## config.mk

```make
export PLATFORM = sky130hd
export DESIGN_NAME = fifo_queue_search_min_max
export DESIGN_NICKNAME = d
export VERILOG_FILES = /design/src/rtl/fqsm_pkg.sv /design/src/rtl/fqsm_cell.sv /design/src/rtl/fifo_queue_search_min_max.sv
export SDC_FILE = /design/constraint.sdc
export NUM_CORES = 2
export LEC_CHECK = 0
export BUFFER_PORTS_ARGS = -buffer_cell sky130_fd_sc_hd__buf_2
export CORE_UTILIZATION = 50
export CTS_CLUSTER_DIAMETER = 200
export DETAILED_ROUTE_END_ITERATION = 6
export PLACE_DENSITY = 0.68
export SKIP_LAST_GASP = 1
export SLEW_MARGIN = 20
export SYNTH_ARGS = -nofsm -noshare
export SYNTH_HDL_FRONTEND = slang
export SYNTH_SLANG_ARGS = --single-unit
```

## constraint.sdc

```tcl
create_clock -name clock -period 9.3 [get_ports clock]
set_clock_uncertainty 0.15 [all_clocks]
set_input_delay 0.93 -clock clock [delete_from_list [all_inputs] [get_ports clock]]
set_output_delay 0.93 -clock clock [all_outputs]
set_load 0.02 [all_outputs]
```

## src/rtl/fqsm_pkg.sv

```systemverilog
// Shared command and status codes and the control structs of the cell chain.
`timescale 1ns / 1ps
`default_nettype none

package fqsm_pkg;

   localparam logic [1:0] CMD_INSERT = 2'd0;
   localparam logic [1:0] CMD_REMOVE = 2'd1;
   localparam logic [1:0] CMD_SEARCH = 2'd2;
   localparam logic [1:0] CMD_QUERY  = 2'd3;

   localparam logic [1:0] ST_OK    = 2'd0;
   localparam logic [1:0] ST_FULL  = 2'd1;
   localparam logic [1:0] ST_EMPTY = 2'd2;

   // Per-word control that every cell sees at once.
   typedef struct packed {
      logic ins;
      logic shift;
      logic search;
   } cell_ctl_type;

   // Flag part of the scan token that walks from cell to cell.
   typedef struct packed {
      logic live;
      logic have;
      logic found;
   } tok_flags_type;

endpackage

`default_nettype wire

```

## src/rtl/fqsm_cell.sv

```systemverilog
// One queue slot: holds a key, shifts toward the head, and updates the passing scan token.
`timescale 1ns / 1ps
`default_nettype none

module fqsm_cell #(
   parameter int KEY_WIDTH   = 32,
   parameter int INDEX_WIDTH = 4,
   parameter int CELL_INDEX  = 0
) (
   input  wire                               clock,
   input  wire                               reset,
   input  wire fqsm_pkg::cell_ctl_type       ctl,
   input  wire logic signed [KEY_WIDTH-1:0]  wr_key,
   input  wire logic signed [KEY_WIDTH-1:0]  find_key,
   input  wire                               prev_valid,
   input  wire                               next_valid,
   input  wire logic signed [KEY_WIDTH-1:0]  next_key,
   output logic                              valid,
   output logic signed [KEY_WIDTH-1:0]       key,
   input  wire fqsm_pkg::tok_flags_type      tok_in_flags,
   input  wire logic [INDEX_WIDTH-1:0]       tok_in_pos,
   input  wire logic signed [KEY_WIDTH-1:0]  tok_in_min,
   input  wire logic signed [KEY_WIDTH-1:0]  tok_in_max,
   output fqsm_pkg::tok_flags_type           tok_out_flags,
   output logic [INDEX_WIDTH-1:0]            tok_out_pos,
   output logic signed [KEY_WIDTH-1:0]       tok_out_min,
   output logic signed [KEY_WIDTH-1:0]       tok_out_max
);

   localparam logic [INDEX_WIDTH-1:0] MY_POS = INDEX_WIDTH'(CELL_INDEX);

   logic                           valid_ff, valid_in;
   logic signed [KEY_WIDTH-1:0]    key_ff, key_in;
   fqsm_pkg::tok_flags_type        flags_ff, flags_in;
   logic [INDEX_WIDTH-1:0]         pos_ff, pos_in;
   logic signed [KEY_WIDTH-1:0]    min_ff, min_in, max_ff, max_in;
   logic                           write_here;
   logic                           hit;

   // The first empty slot, at the head or behind an occupied one, takes the inserted word.
   assign write_here = ctl.ins & ~valid_ff & prev_valid;
   assign hit        = ctl.search & valid_ff & (key_ff == find_key);

   always_comb begin
      valid_in = valid_ff;
      key_in   = key_ff;
      if (ctl.shift) begin
         valid_in = next_valid;
         key_in   = next_key;
      end else if (write_here) begin
         valid_in = 1'b1;
         key_in   = wr_key;
      end
   end

   always_comb begin
      flags_in.live  = tok_in_flags.live;
      flags_in.have  = tok_in_flags.have | valid_ff;
      flags_in.found = tok_in_flags.found | hit;
      pos_in         = (hit && !tok_in_flags.found) ? MY_POS : tok_in_pos;
      min_in         = tok_in_min;
      max_in         = tok_in_max;
      if (valid_ff) begin
         if (!tok_in_flags.have || key_ff < tok_in_min) begin
            min_in = key_ff;
         end
         if (!tok_in_flags.have || key_ff > tok_in_max) begin
            max_in = key_ff;
         end
      end
   end

   always_ff @(posedge clock) begin
      if (reset) begin
         valid_ff <= 1'b0;
         flags_ff <= '0;
      end else begin
         valid_ff <= valid_in;
         flags_ff <= flags_in;
      end
      key_ff <= key_in;
      pos_ff <= pos_in;
      min_ff <= min_in;
      max_ff <= max_in;
   end

   assign valid         = valid_ff;
   assign key           = key_ff;
   assign tok_out_flags = flags_ff;
   assign tok_out_pos   = pos_ff;
   assign tok_out_min   = min_ff;
   assign tok_out_max   = max_ff;

endmodule

`default_nettype wire

```

## src/rtl/fifo_queue_search_min_max.sv

```systemverilog
// Top level of the bounded queue with search and running minimum and maximum.
`timescale 1ns / 1ps
`default_nettype none

// Channel   Direction  Handshake             Payload
// req_      in         req_valid/req_stall   req_command, req_value
// rsp_      out        rsp_valid/rsp_stall   rsp_status, rsp_removed_value, rsp_found,
//                                            rsp_match_position, rsp_item_count,
//                                            rsp_minimum, rsp_maximum
//
// After accept, a scan token starts from start_ff and walks the chain of QUEUE_DEPTH cells,
// one cell per cycle, and from there loads the result stage and the output register, in that order.
// The next command is accepted as soon as the previous word sits in the output
// register, even while rsp_stall holds it there.
// Reset (synchronous, active high) empties the queue; stored keys are not cleared.

module fifo_queue_search_min_max #(
   parameter int QUEUE_DEPTH = 16,
   parameter int KEY_WIDTH   = 32
) (
   input  wire                clock,
   input  wire                reset,
   input  wire                req_valid,
   output logic               req_stall,
   input  wire  [1:0]         req_command,
   input  wire  signed [31:0] req_value,
   output logic               rsp_valid,
   input  wire                rsp_stall,
   output logic [1:0]         rsp_status,
   output logic signed [31:0] rsp_removed_value,
   output logic               rsp_found,
   output logic [3:0]         rsp_match_position,
   output logic [4:0]         rsp_item_count,
   output logic signed [31:0] rsp_minimum,
   output logic signed [31:0] rsp_maximum
);

   localparam int IDX_W = $clog2(QUEUE_DEPTH);
   localparam int CNT_W = $clog2(QUEUE_DEPTH + 1);

   logic                        accept;
   logic                        queue_full, queue_empty;
   logic signed [KEY_WIDTH-1:0] req_key;
   fqsm_pkg::cell_ctl_type      ctl;

   logic [QUEUE_DEPTH-1:0]      cell_valid;
   logic signed [KEY_WIDTH-1:0] cell_key [QUEUE_DEPTH];
   fqsm_pkg::tok_flags_type     tok_flags [QUEUE_DEPTH];
   logic [IDX_W-1:0]            tok_pos [QUEUE_DEPTH];
   logic signed [KEY_WIDTH-1:0] tok_min [QUEUE_DEPTH];
   logic signed [KEY_WIDTH-1:0] tok_max [QUEUE_DEPTH];

   logic                        busy_ff, busy_in;
   logic                        start_ff;
   logic [1:0]                  cmd_ff;
   logic signed [KEY_WIDTH-1:0] find_key_ff;
   logic [CNT_W-1:0]            count_ff, count_in;
   logic [1:0]                  status_ff, status_in;
   logic signed [KEY_WIDTH-1:0] removed_ff, removed_in;

   logic                        res_valid_ff, res_valid_in;
   logic                        res_found_ff;
   logic [IDX_W-1:0]            res_pos_ff;
   logic signed [KEY_WIDTH-1:0] res_min_ff, res_max_ff;
   logic                        res_move;

   logic                        rsp_valid_ff, rsp_valid_in;
   logic [1:0]                  rsp_status_ff;
   logic signed [31:0]          rsp_removed_ff, rsp_min_ff, rsp_max_ff;
   logic                        rsp_found_ff;
   logic [3:0]                  rsp_pos_ff;
   logic [4:0]                  rsp_count_ff;
   logic signed [31:0]          removed_out, min_out, max_out;

   fqsm_pkg::tok_flags_type     tok_start;

   // Narrow keys wrap on entry; wide keys take the sign of the word.
   generate
      if (KEY_WIDTH <= 32) begin : g_key_narrow
         assign req_key     = req_value[KEY_WIDTH-1:0];
         assign removed_out = 32'(removed_ff);
         assign min_out     = 32'(res_min_ff);
         assign max_out     = 32'(res_max_ff);
      end else begin : g_key_wide
         assign req_key     = KEY_WIDTH'(req_value);
         assign removed_out = removed_ff[31:0];
         assign min_out     = res_min_ff[31:0];
         assign max_out     = res_max_ff[31:0];
      end
   endgenerate

   assign req_stall   = busy_ff;
   assign accept      = req_valid & ~busy_ff;
   assign queue_full  = cell_valid[QUEUE_DEPTH-1];
   assign queue_empty = ~cell_valid[0];

   assign ctl.ins    = accept & (req_command == fqsm_pkg::CMD_INSERT);
   assign ctl.shift  = accept & (req_command == fqsm_pkg::CMD_REMOVE) & ~queue_empty;
   assign ctl.search = (cmd_ff == fqsm_pkg::CMD_SEARCH);

   always_comb begin
      status_in  = fqsm_pkg::ST_OK;
      removed_in = '0;
      count_in   = count_ff;
      unique case (req_command)
         fqsm_pkg::CMD_INSERT: begin
            if (queue_full) begin
               status_in = fqsm_pkg::ST_FULL;
            end else begin
               count_in = count_ff + CNT_W'(1);
            end
         end
         fqsm_pkg::CMD_REMOVE: begin
            if (queue_empty) begin
               status_in = fqsm_pkg::ST_EMPTY;
            end else begin
               removed_in = cell_key[0];
               count_in   = count_ff - CNT_W'(1);
            end
         end
         fqsm_pkg::CMD_SEARCH, fqsm_pkg::CMD_QUERY: begin
            status_in = fqsm_pkg::ST_OK;
         end
      endcase
   end

   assign tok_start.live  = start_ff;
   assign tok_start.have  = 1'b0;
   assign tok_start.found = 1'b0;

   generate
      for (genvar i = 0; i < QUEUE_DEPTH; i++) begin : g_cell
         fqsm_cell #(
            .KEY_WIDTH  (KEY_WIDTH),
            .INDEX_WIDTH(IDX_W),
            .CELL_INDEX (i)
         ) u_cell (
            .clock        (clock),
            .reset        (reset),
            .ctl          (ctl),
            .wr_key       (req_key),
            .find_key     (find_key_ff),
            .prev_valid   ((i == 0) ? 1'b1 : cell_valid[(i == 0) ? 0 : i-1]),
            .next_valid   ((i == QUEUE_DEPTH-1) ? 1'b0
                           : cell_valid[(i == QUEUE_DEPTH-1) ? i : i+1]),
            .next_key     ((i == QUEUE_DEPTH-1) ? '0
                           : cell_key[(i == QUEUE_DEPTH-1) ? i : i+1]),
            .valid        (cell_valid[i]),
            .key          (cell_key[i]),
            .tok_in_flags ((i == 0) ? tok_start : tok_flags[(i == 0) ? 0 : i-1]),
            .tok_in_pos   ((i == 0) ? '0 : tok_pos[(i == 0) ? 0 : i-1]),
            .tok_in_min   ((i == 0) ? '0 : tok_min[(i == 0) ? 0 : i-1]),
            .tok_in_max   ((i == 0) ? '0 : tok_max[(i == 0) ? 0 : i-1]),
            .tok_out_flags(tok_flags[i]),
            .tok_out_pos  (tok_pos[i]),
            .tok_out_min  (tok_min[i]),
            .tok_out_max  (tok_max[i])
         );
      end
   endgenerate

   // The result stage frees the chain; it drains into the output register.
   assign res_move = res_valid_ff & (~rsp_valid_ff | ~rsp_stall);

   always_comb begin
      busy_in = busy_ff;
      if (accept) begin
         busy_in = 1'b1;
      end else if (res_move) begin
         busy_in = 1'b0;
      end
   end

   always_comb begin
      res_valid_in = res_valid_ff;
      if (tok_flags[QUEUE_DEPTH-1].live) begin
         res_valid_in = 1'b1;
      end else if (res_move) begin
         res_valid_in = 1'b0;
      end
   end

   always_comb begin
      rsp_valid_in = rsp_valid_ff;
      if (res_move) begin
         rsp_valid_in = 1'b1;
      end else if (!rsp_stall) begin
         rsp_valid_in = 1'b0;
      end
   end

   always_ff @(posedge clock) begin
      if (reset) begin
         busy_ff      <= 1'b0;
         start_ff     <= 1'b0;
         count_ff     <= '0;
         res_valid_ff <= 1'b0;
         rsp_valid_ff <= 1'b0;
      end else begin
         busy_ff      <= busy_in;
         start_ff     <= accept;
         res_valid_ff <= res_valid_in;
         rsp_valid_ff <= rsp_valid_in;
         if (accept) begin
            count_ff <= count_in;
         end
      end
   end

   always_ff @(posedge clock) begin
      if (accept) begin
         cmd_ff      <= req_command;
         find_key_ff <= req_key;
         status_ff   <= status_in;
         removed_ff  <= removed_in;
      end
      if (tok_flags[QUEUE_DEPTH-1].live) begin
         res_found_ff <= tok_flags[QUEUE_DEPTH-1].found;
         res_pos_ff   <= tok_pos[QUEUE_DEPTH-1];
         res_min_ff   <= tok_flags[QUEUE_DEPTH-1].have ? tok_min[QUEUE_DEPTH-1] : '0;
         res_max_ff   <= tok_flags[QUEUE_DEPTH-1].have ? tok_max[QUEUE_DEPTH-1] : '0;
      end
      if (res_move) begin
         rsp_status_ff  <= status_ff;
         rsp_removed_ff <= removed_out;
         rsp_found_ff   <= res_found_ff;
         rsp_pos_ff     <= 4'(res_pos_ff);
         rsp_count_ff   <= 5'(count_ff);
         rsp_min_ff     <= min_out;
         rsp_max_ff     <= max_out;
      end
   end

   assign rsp_valid          = rsp_valid_ff;
   assign rsp_status         = rsp_status_ff;
   assign rsp_removed_value  = rsp_removed_ff;
   assign rsp_found          = rsp_found_ff;
   assign rsp_match_position = rsp_pos_ff;
   assign rsp_item_count     = rsp_count_ff;
   assign rsp_minimum        = rsp_min_ff;
   assign rsp_maximum        = rsp_max_ff;

   // Occupancy count and occupied cells agree.
   assert property (@(posedge clock) disable iff (reset)
      $countones(cell_valid) == 32'(count_ff))
      else $error("count does not match occupied cells");

   // Occupied cells form an unbroken run from the head.
   assert property (@(posedge clock) disable iff (reset)
      (cell_valid & (cell_valid + QUEUE_DEPTH'(1))) == '0)
      else $error("gap in occupied cells");

   // A finished scan only exists while a command is in flight.
   assert property (@(posedge clock) disable iff (reset)
      res_valid_ff |-> busy_ff)
      else $error("result stage loaded while idle");

   // No new token enters while one is still walking the chain.
   assert property (@(posedge clock) disable iff (reset)
      accept |=> !busy_in || busy_ff && !tok_flags[0].live)
      else $error("scan token overlap");

endmodule

`default_nettype wire
```

-- Word level (Yosys, flattened, before mapping)
Cells that the tools add are included.
- register bits: 1882
- bits of input ports: 38
- output and inout port bits: 110
- logic and storage cells: 549
- add/subtract/negate cells: 2
- magnitude comparators: 30
- equal/unequal tests: 23
- multiplexer cells: 133
- bitwise gates (word level): 118
- reductions and logical operators: 97
- operators with widths (cell ; number):
    two-way mux 32 bit ; 91
    equality test 32 bit ; 16
    greater-than comparator 32 bit ; 15
    less-than comparator 32 bit ; 15
    bitwise AND 1 bit ; 68
    two-way mux 1 bit ; 37
    nonzero test 2 bit ; 18
    bitwise OR 1 bit ; 31
    logical NOT 1 bit ; 30
    logical OR 1 bit ; 30
    inverter 1 bit ; 19
    logical AND 1 bit ; 15
    two-way mux 5 bit ; 2
    case mux 5 bit (2 select lines) ; 1
    equality test 2 bit (second input constant) ; 3
    case mux 2 bit (3 select lines) ; 1
    adder 5 x 1 -> 5 bit (second input constant) ; 1
    subtractor 5 x 1 -> 5 bit (second input constant) ; 1
    inequality test 2 x 1 -> 1 bit (second input constant) ; 2
    AND reduction 4 bit ; 1
    OR reduction 2 bit ; 2
    equality test 2 x 1 -> 1 bit (second input constant) ; 1
    logical NOT 2 bit ; 1
    two-way mux 2 bit ; 1
    inequality test 2 bit (second input constant) ; 1

-- Logic depth before layout (Yosys ltp)
- depth in word-level cells: 7
- mapped depth: 12
- gate-level depth less buffers: 9

-- By module
A second synthesis with hierarchy kept.
- cells, all modules: 8489
- area total of the unflattened synthesis: 101175.8 µm²
- modules (own cells, without submodules) (module ; instances ; cells each ; area an instance (µm²) ; seq. area each (µm²)):
    fqsm_cell (g_cell[0].u_cell ...) ; 14 ; 498 ; 5760.5 ; 2402.3
    fifo_queue_search_min_max ; 1 ; 409 ; 8488.1 ; 7537.2
    fqsm_cell (g_cell[9].u_cell) ; 1 ; 613 ; 6312.3 ; 2402.3
    fqsm_cell (g_cell[8].u_cell) ; 1 ; 495 ; 5728.0 ; 2402.3

-- Worst setup path before layout
OpenSTA, ideal clock, no wires.
- path type: input-to-reg
- start point: input rsp_stall
- end point: register busy_ff, in the netlist req_stall
- setup time: 0.472 ns
- arrival time: 9.240 ns
- data required time: 8.678 ns
- path slack: -0.562 ns
- cell stages on the path: 2
- path buffers: 0
- path through: a21boi_0 -> a211oi_1
- word-level cells in the longest chain between the ends: 4
- RTL lines (what ; RTL line ; text):
    from (decl) ; fifo_queue_search_min_max.sv:28 ; input wire rsp_stall,
    inverter 1 bit ; fifo_queue_search_min_max.sv:163 ; assign res_move = res_valid_ff & (~rsp_valid_ff | ~rsp_stall);
    bitwise OR 1 bit ; fifo_queue_search_min_max.sv:163 ;
    bitwise AND 1 bit ; fifo_queue_search_min_max.sv:163 ;
    nonzero test 2 bit (no source line) ; n/a ;
    to (signal assigned) ; fifo_queue_search_min_max.sv:200 ; busy_ff <= busy_in;
    to (decl) ; fifo_queue_search_min_max.sv:53 ; logic busy_ff, busy_in;
Every way passes these cells.
A chain may end at the register's enable or synchronous reset.

-- Worst setup path after layout
- start point: input req_command[1]
- end point: register g_cell[6].u_cell.key_ff[22] (data pin)
- word-level cells in the longest chain between the ends: 4
- RTL lines (what ; RTL line ; text):
    from (decl) ; fifo_queue_search_min_max.sv:25 ; input wire [1:0] req_command,
    equality test 2 x 1 -> 1 bit ; fifo_queue_search_min_max.sv:98 ; assign ctl.shift = accept & (req_command == fqsm_pkg::CMD_REMOVE) & ~queue_empty;
    bitwise AND 1 bit (2 in a row) ; fifo_queue_search_min_max.sv:98 ;
    two-way mux 32 bit ; fqsm_cell.sv:47 ; if (ctl.shift) begin
    named net g_cell[6].u_cell.key_in[22] ; fqsm_cell.sv:33 ; logic signed [KEY_WIDTH-1:0] key_ff, key_in;
    to (signal assigned) ; fqsm_cell.sv:81 ; key_ff <= key_in;
    to (decl) ; fqsm_cell.sv:33 ;
The timed path passes the listed nets, and every way through them passes these cells.

==> qor.txt <==
TNS Setup = 0 ns
Yosys top cell by area = dfxtp_1
Period utilization = 45.3%
Setup Fix Bufs, Post-CTS = 0
Routed WL = 350000 um
Syn nets = 10125
Register area share after synthesis = 45.9%
Worst min path class = input pin to flop
Clock Latency Late Sink = 0.88 ns
Vias per inst = 6.20
Max stage delay on crit path = 1.02 ns
WHS = 0.141 ns
Reg area = 0.0447 mm^2
CTS tree = done
Cts hold-fix bufs = 0
DRC Markers = 5
Fmax = 237 MHz
Worst path slowest cell = and2_1
Die height = 443 um
Yosys top cell area share = 23.6%
Root Buffer = clkbuf_16
Levels on crit path = 7
Setup crit start = req_command[1]
Final setup violation count = 0
EDFF count, synth = 725
DR WL/cell = 29.2 um
Layout Nets = 10271
Synth async-reset ratio = 0%
Worst setup EP type = flop
# Max-Cap Violations = 0
Mean Syn Cell Area = 10.6 um^2
Sequence of cells on the critical path = buf_2, nand2b_1, clkinv_1, nand3_4, buf_4, and2_1, a21o_1
Die width = 443 um
Port Buffers = 147
Largest delay contributor family on the critical path = simple AND/OR/NAND/NOR gates
Setup slack, reg-to-reg = 5.18 ns
Clock Path Buffers = 3
Peak supply drop = 0.199 mV
Status = finished with violations
Multi-input logic area = 0.0476 mm^2
CP arrival = 4.78 ns
First-pass GRT wire length = 494000 um
Total congestion overflow = 0
DP Wirelength = 255000 um
Synth top area cells = dfxtp_1 (24%), edfxtp_1 (22%), ha_1 (12%), mux2_2 (7.5%), a21o_1 (4.5%)
Die area = 0.197 mm^2
Yosys Warn Count = 0
IO Pins = 148
Post_cts resized = 0
Antenna violations before repair = 14
GRT Total Usage = 34.6%
Worst EP required = 9.86 ns
Maximum fanout along the worst path = 40
Largest net degree at the start of global routing = 221
Antenna-violating nets left = 0
Worst-Margin Slew = 1.26 ns
Filler instances = 16246
Clk sinks = 1871
Synth Cell Area = 0.0974 mm^2
P_leak = 45.3 nW
Vias post-DR = 74554
Final Hold Vio Count = 0
Syn-to-layout area delta = 11.4%
Post-synth top flop = dfxtp_1
Number of global-route vias before repair = 71589
Pwr per Cell Area = 176 mW/mm^2
Final Max Tran Viols = 0
Unrepaired setup endpoints after global routing = no
Distinct cells, synth = 73
Initial DRC Count = 8783
Rows = 161
Non-Filler Instances = 12019
Clock buffers created by TritonCTS = 193
DRT Pass-1 Iters = 7
Initial Util = 50.5%
Worst path bufs/invs = 3
Routability cong. = 1.00
H-tree levels = 4
Cells after Synth = 9169
Failing checks = design-rule violations
R2R Path Start = g_cell[6].u_cell.key[23]
FF-to-FF End = g_cell[6].u_cell.tok_out_max[1]
Core Area = 0.193 mm^2
FF+latch count, synth = 1871
Crit start category = input pin
Share of layout cells above drive strength 1 = 17.8%
Clock slew seen by the registers of the worst setup and hold paths = 0.06 ns
Worst r2r path cells = 9
Worst Setup EP = g_cell[6].u_cell.key[22]
Slew margin rel. = 16.3%
CP Class = input pin to flop
Min cycle time layout = 4.21 ns
Dpl cells = 11645
==> cells in the final DEF (no fill, tap or decap), types with 35 or more instances in the layout <==
| cell type | n |
|---|---|
| mux2_1 | 60 |
| o21ai_0 | 250 |
| inv_1 | 973 |
| xor2_1 | 351 |
| buf_4 | 235 |
| edfxtp_1 | 725 |
| clkbuf_1 | 40 |
| a21o_1 | 580 |
| nand2_1 | 607 |
| mux2_2 | 652 |
| mux2_4 | 120 |
| clkinv_2 | 35 |
| nor4_1 | 111 |
| ha_1 | 916 |
| nand4_1 | 219 |
| and3_1 | 76 |
| nor2b_1 | 56 |
| nand3_1 | 171 |
| and2_1 | 128 |
| clkbuf_16 | 198 |
| buf_2 | 146 |
| a31o_2 | 97 |
| nor3_1 | 65 |
| nor2_1 | 299 |
| xnor2_1 | 167 |
| a21oi_1 | 439 |
| a211o_1 | 105 |
| dfxtp_1 | 1137 |
==> worst reg2reg max path, cell delays in order, from the launching register on <==
cell and delay, ns:
edfxtp_1 0.79, ha_1 0.38, nand4_1 0.13, nor2_1 0.11, and3_1 0.17, o41a_1 0.49, o31ai_4 0.90, buf_4 0.52
nor2_1 0.13, a211o_1 0.25
==> cell families (layout without fill, tap and decap cells) <==
logic type | Yosys count | after routing | synth area share, %
other | 0 | 7 | 0
DFF | 1871 | 1871 | 45.9
buffers and inverters | 1411 | 1728 | 5.68
AOI/OAI and AO/OA | 1734 | 1734 | 12.2
muxes | 847 | 847 | 10.2
adders and majority gates | 918 | 918 | 11.8
xor gates and xnor gates | 518 | 518 | 4.66
and+or+nand+nor | 1870 | 1870 | 9.48
==> power breakdown <==
part | internal (mW) | switching (mW)
Clock | 4.68 | 3.49
Sequential | 8.86 | 0.361
Combinational | 0.759 | 0.991
Total | 14.3 | 4.84
==> routing by layer <==
layer,global-route usage (%),wire [um],share of wire [%],vias up
li1,-,-,-,32691
met1,42.6,132000,38,36082
met2,53.0,152000,43,4423
met3,9.61,39100,11,1354
met4,23.2,27500,7.8,4
met5,0,21,0.0060,-
==> layout make-up <==
type | count | share of cell area [%]
clock inverters | 107 | 1.24
well taps | 2526 | 2.91
diodes | 7 | 0.0161
repair buffers | 386 | 2.39
multi-input cells | 5887 | 43.9
inverters | 976 | 3.38
flip-flops and latches | 1871 | 41.2
clock buffers | 259 | 4.97
==> stage by stage <==
step	worst slack, ns	power, mW	util (%)	area (um^2)
after floorplan	2.39	10.4	-	97400
after global placement	4.48	11.0	52.7	102000
after detailed placement	4.39	11.1	52.7	102000
after CTS	5.27	19.1	56.2	108000
after global routing	5.00	19.7	56.2	108000
final	5.09	19.1	56.2	109000
==> cell usage after synthesis (27+ instances only) <==
| cell | instances |
|---|---|
| mux2_4 | 120 |
| dfxtp_1 | 1146 |
| a22oi_1 | 33 |
| o31ai_1 | 30 |
| nand3_1 | 172 |
| a21o_1 | 580 |
| o21ai_0 | 251 |
| or2_2 | 28 |
| ha_1 | 917 |
| nand2_1 | 607 |
| xor2_1 | 351 |
| clkbuf_1 | 321 |
| a21oi_1 | 439 |
| and2_1 | 129 |
| mux2_1 | 60 |
| mux2_2 | 652 |
| o211ai_1 | 27 |
| nor2b_1 | 57 |
| nand4_1 | 219 |
| a31o_2 | 97 |
| a211o_1 | 105 |
| xnor2_1 | 167 |
| nor3b_1 | 31 |
| nor2_1 | 305 |
| and3_1 | 77 |
| buf_2 | 70 |
| edfxtp_1 | 725 |
| nor4_1 | 112 |
| inv_1 | 975 |
| nor3_1 | 65 |
==> registers in the layout, indices dropped and copies added, names as in the netlist, 48 cells and up <==
| signal | cells |
|---|---|
| g_cell.u_cell.tok_out_min | 512 |
| g_cell.u_cell.tok_out_pos | 49 |
| g_cell.u_cell.tok_out_flags | 48 |
| g_cell.u_cell.tok_out_max | 480 |
| g_cell.u_cell.key | 512 |
==> worst min path at each step <==
stage | start | slack [ns] | end | depth (start not counted)
2_1_floorplan | g_cell[15].u_cell.tok_out_flags[0] | 0.24 | res_found_ff | 0
3_3_place_gp | g_cell[15].u_cell.tok_out_flags[0] | 0.24 | res_found_ff | 0
3_5_place_dp | g_cell[15].u_cell.tok_out_pos[1] | 0.24 | res_pos_ff[1] | 0
4_1_cts | req_value[1] | 0.09 | find_key_ff[1] | 1
5_1_grt | req_value[1] | 0.12 | find_key_ff[1] | 1
6_report | req_value[1] | 0.14 | find_key_ff[1] | 1
(Power assumes the default switching activity.)
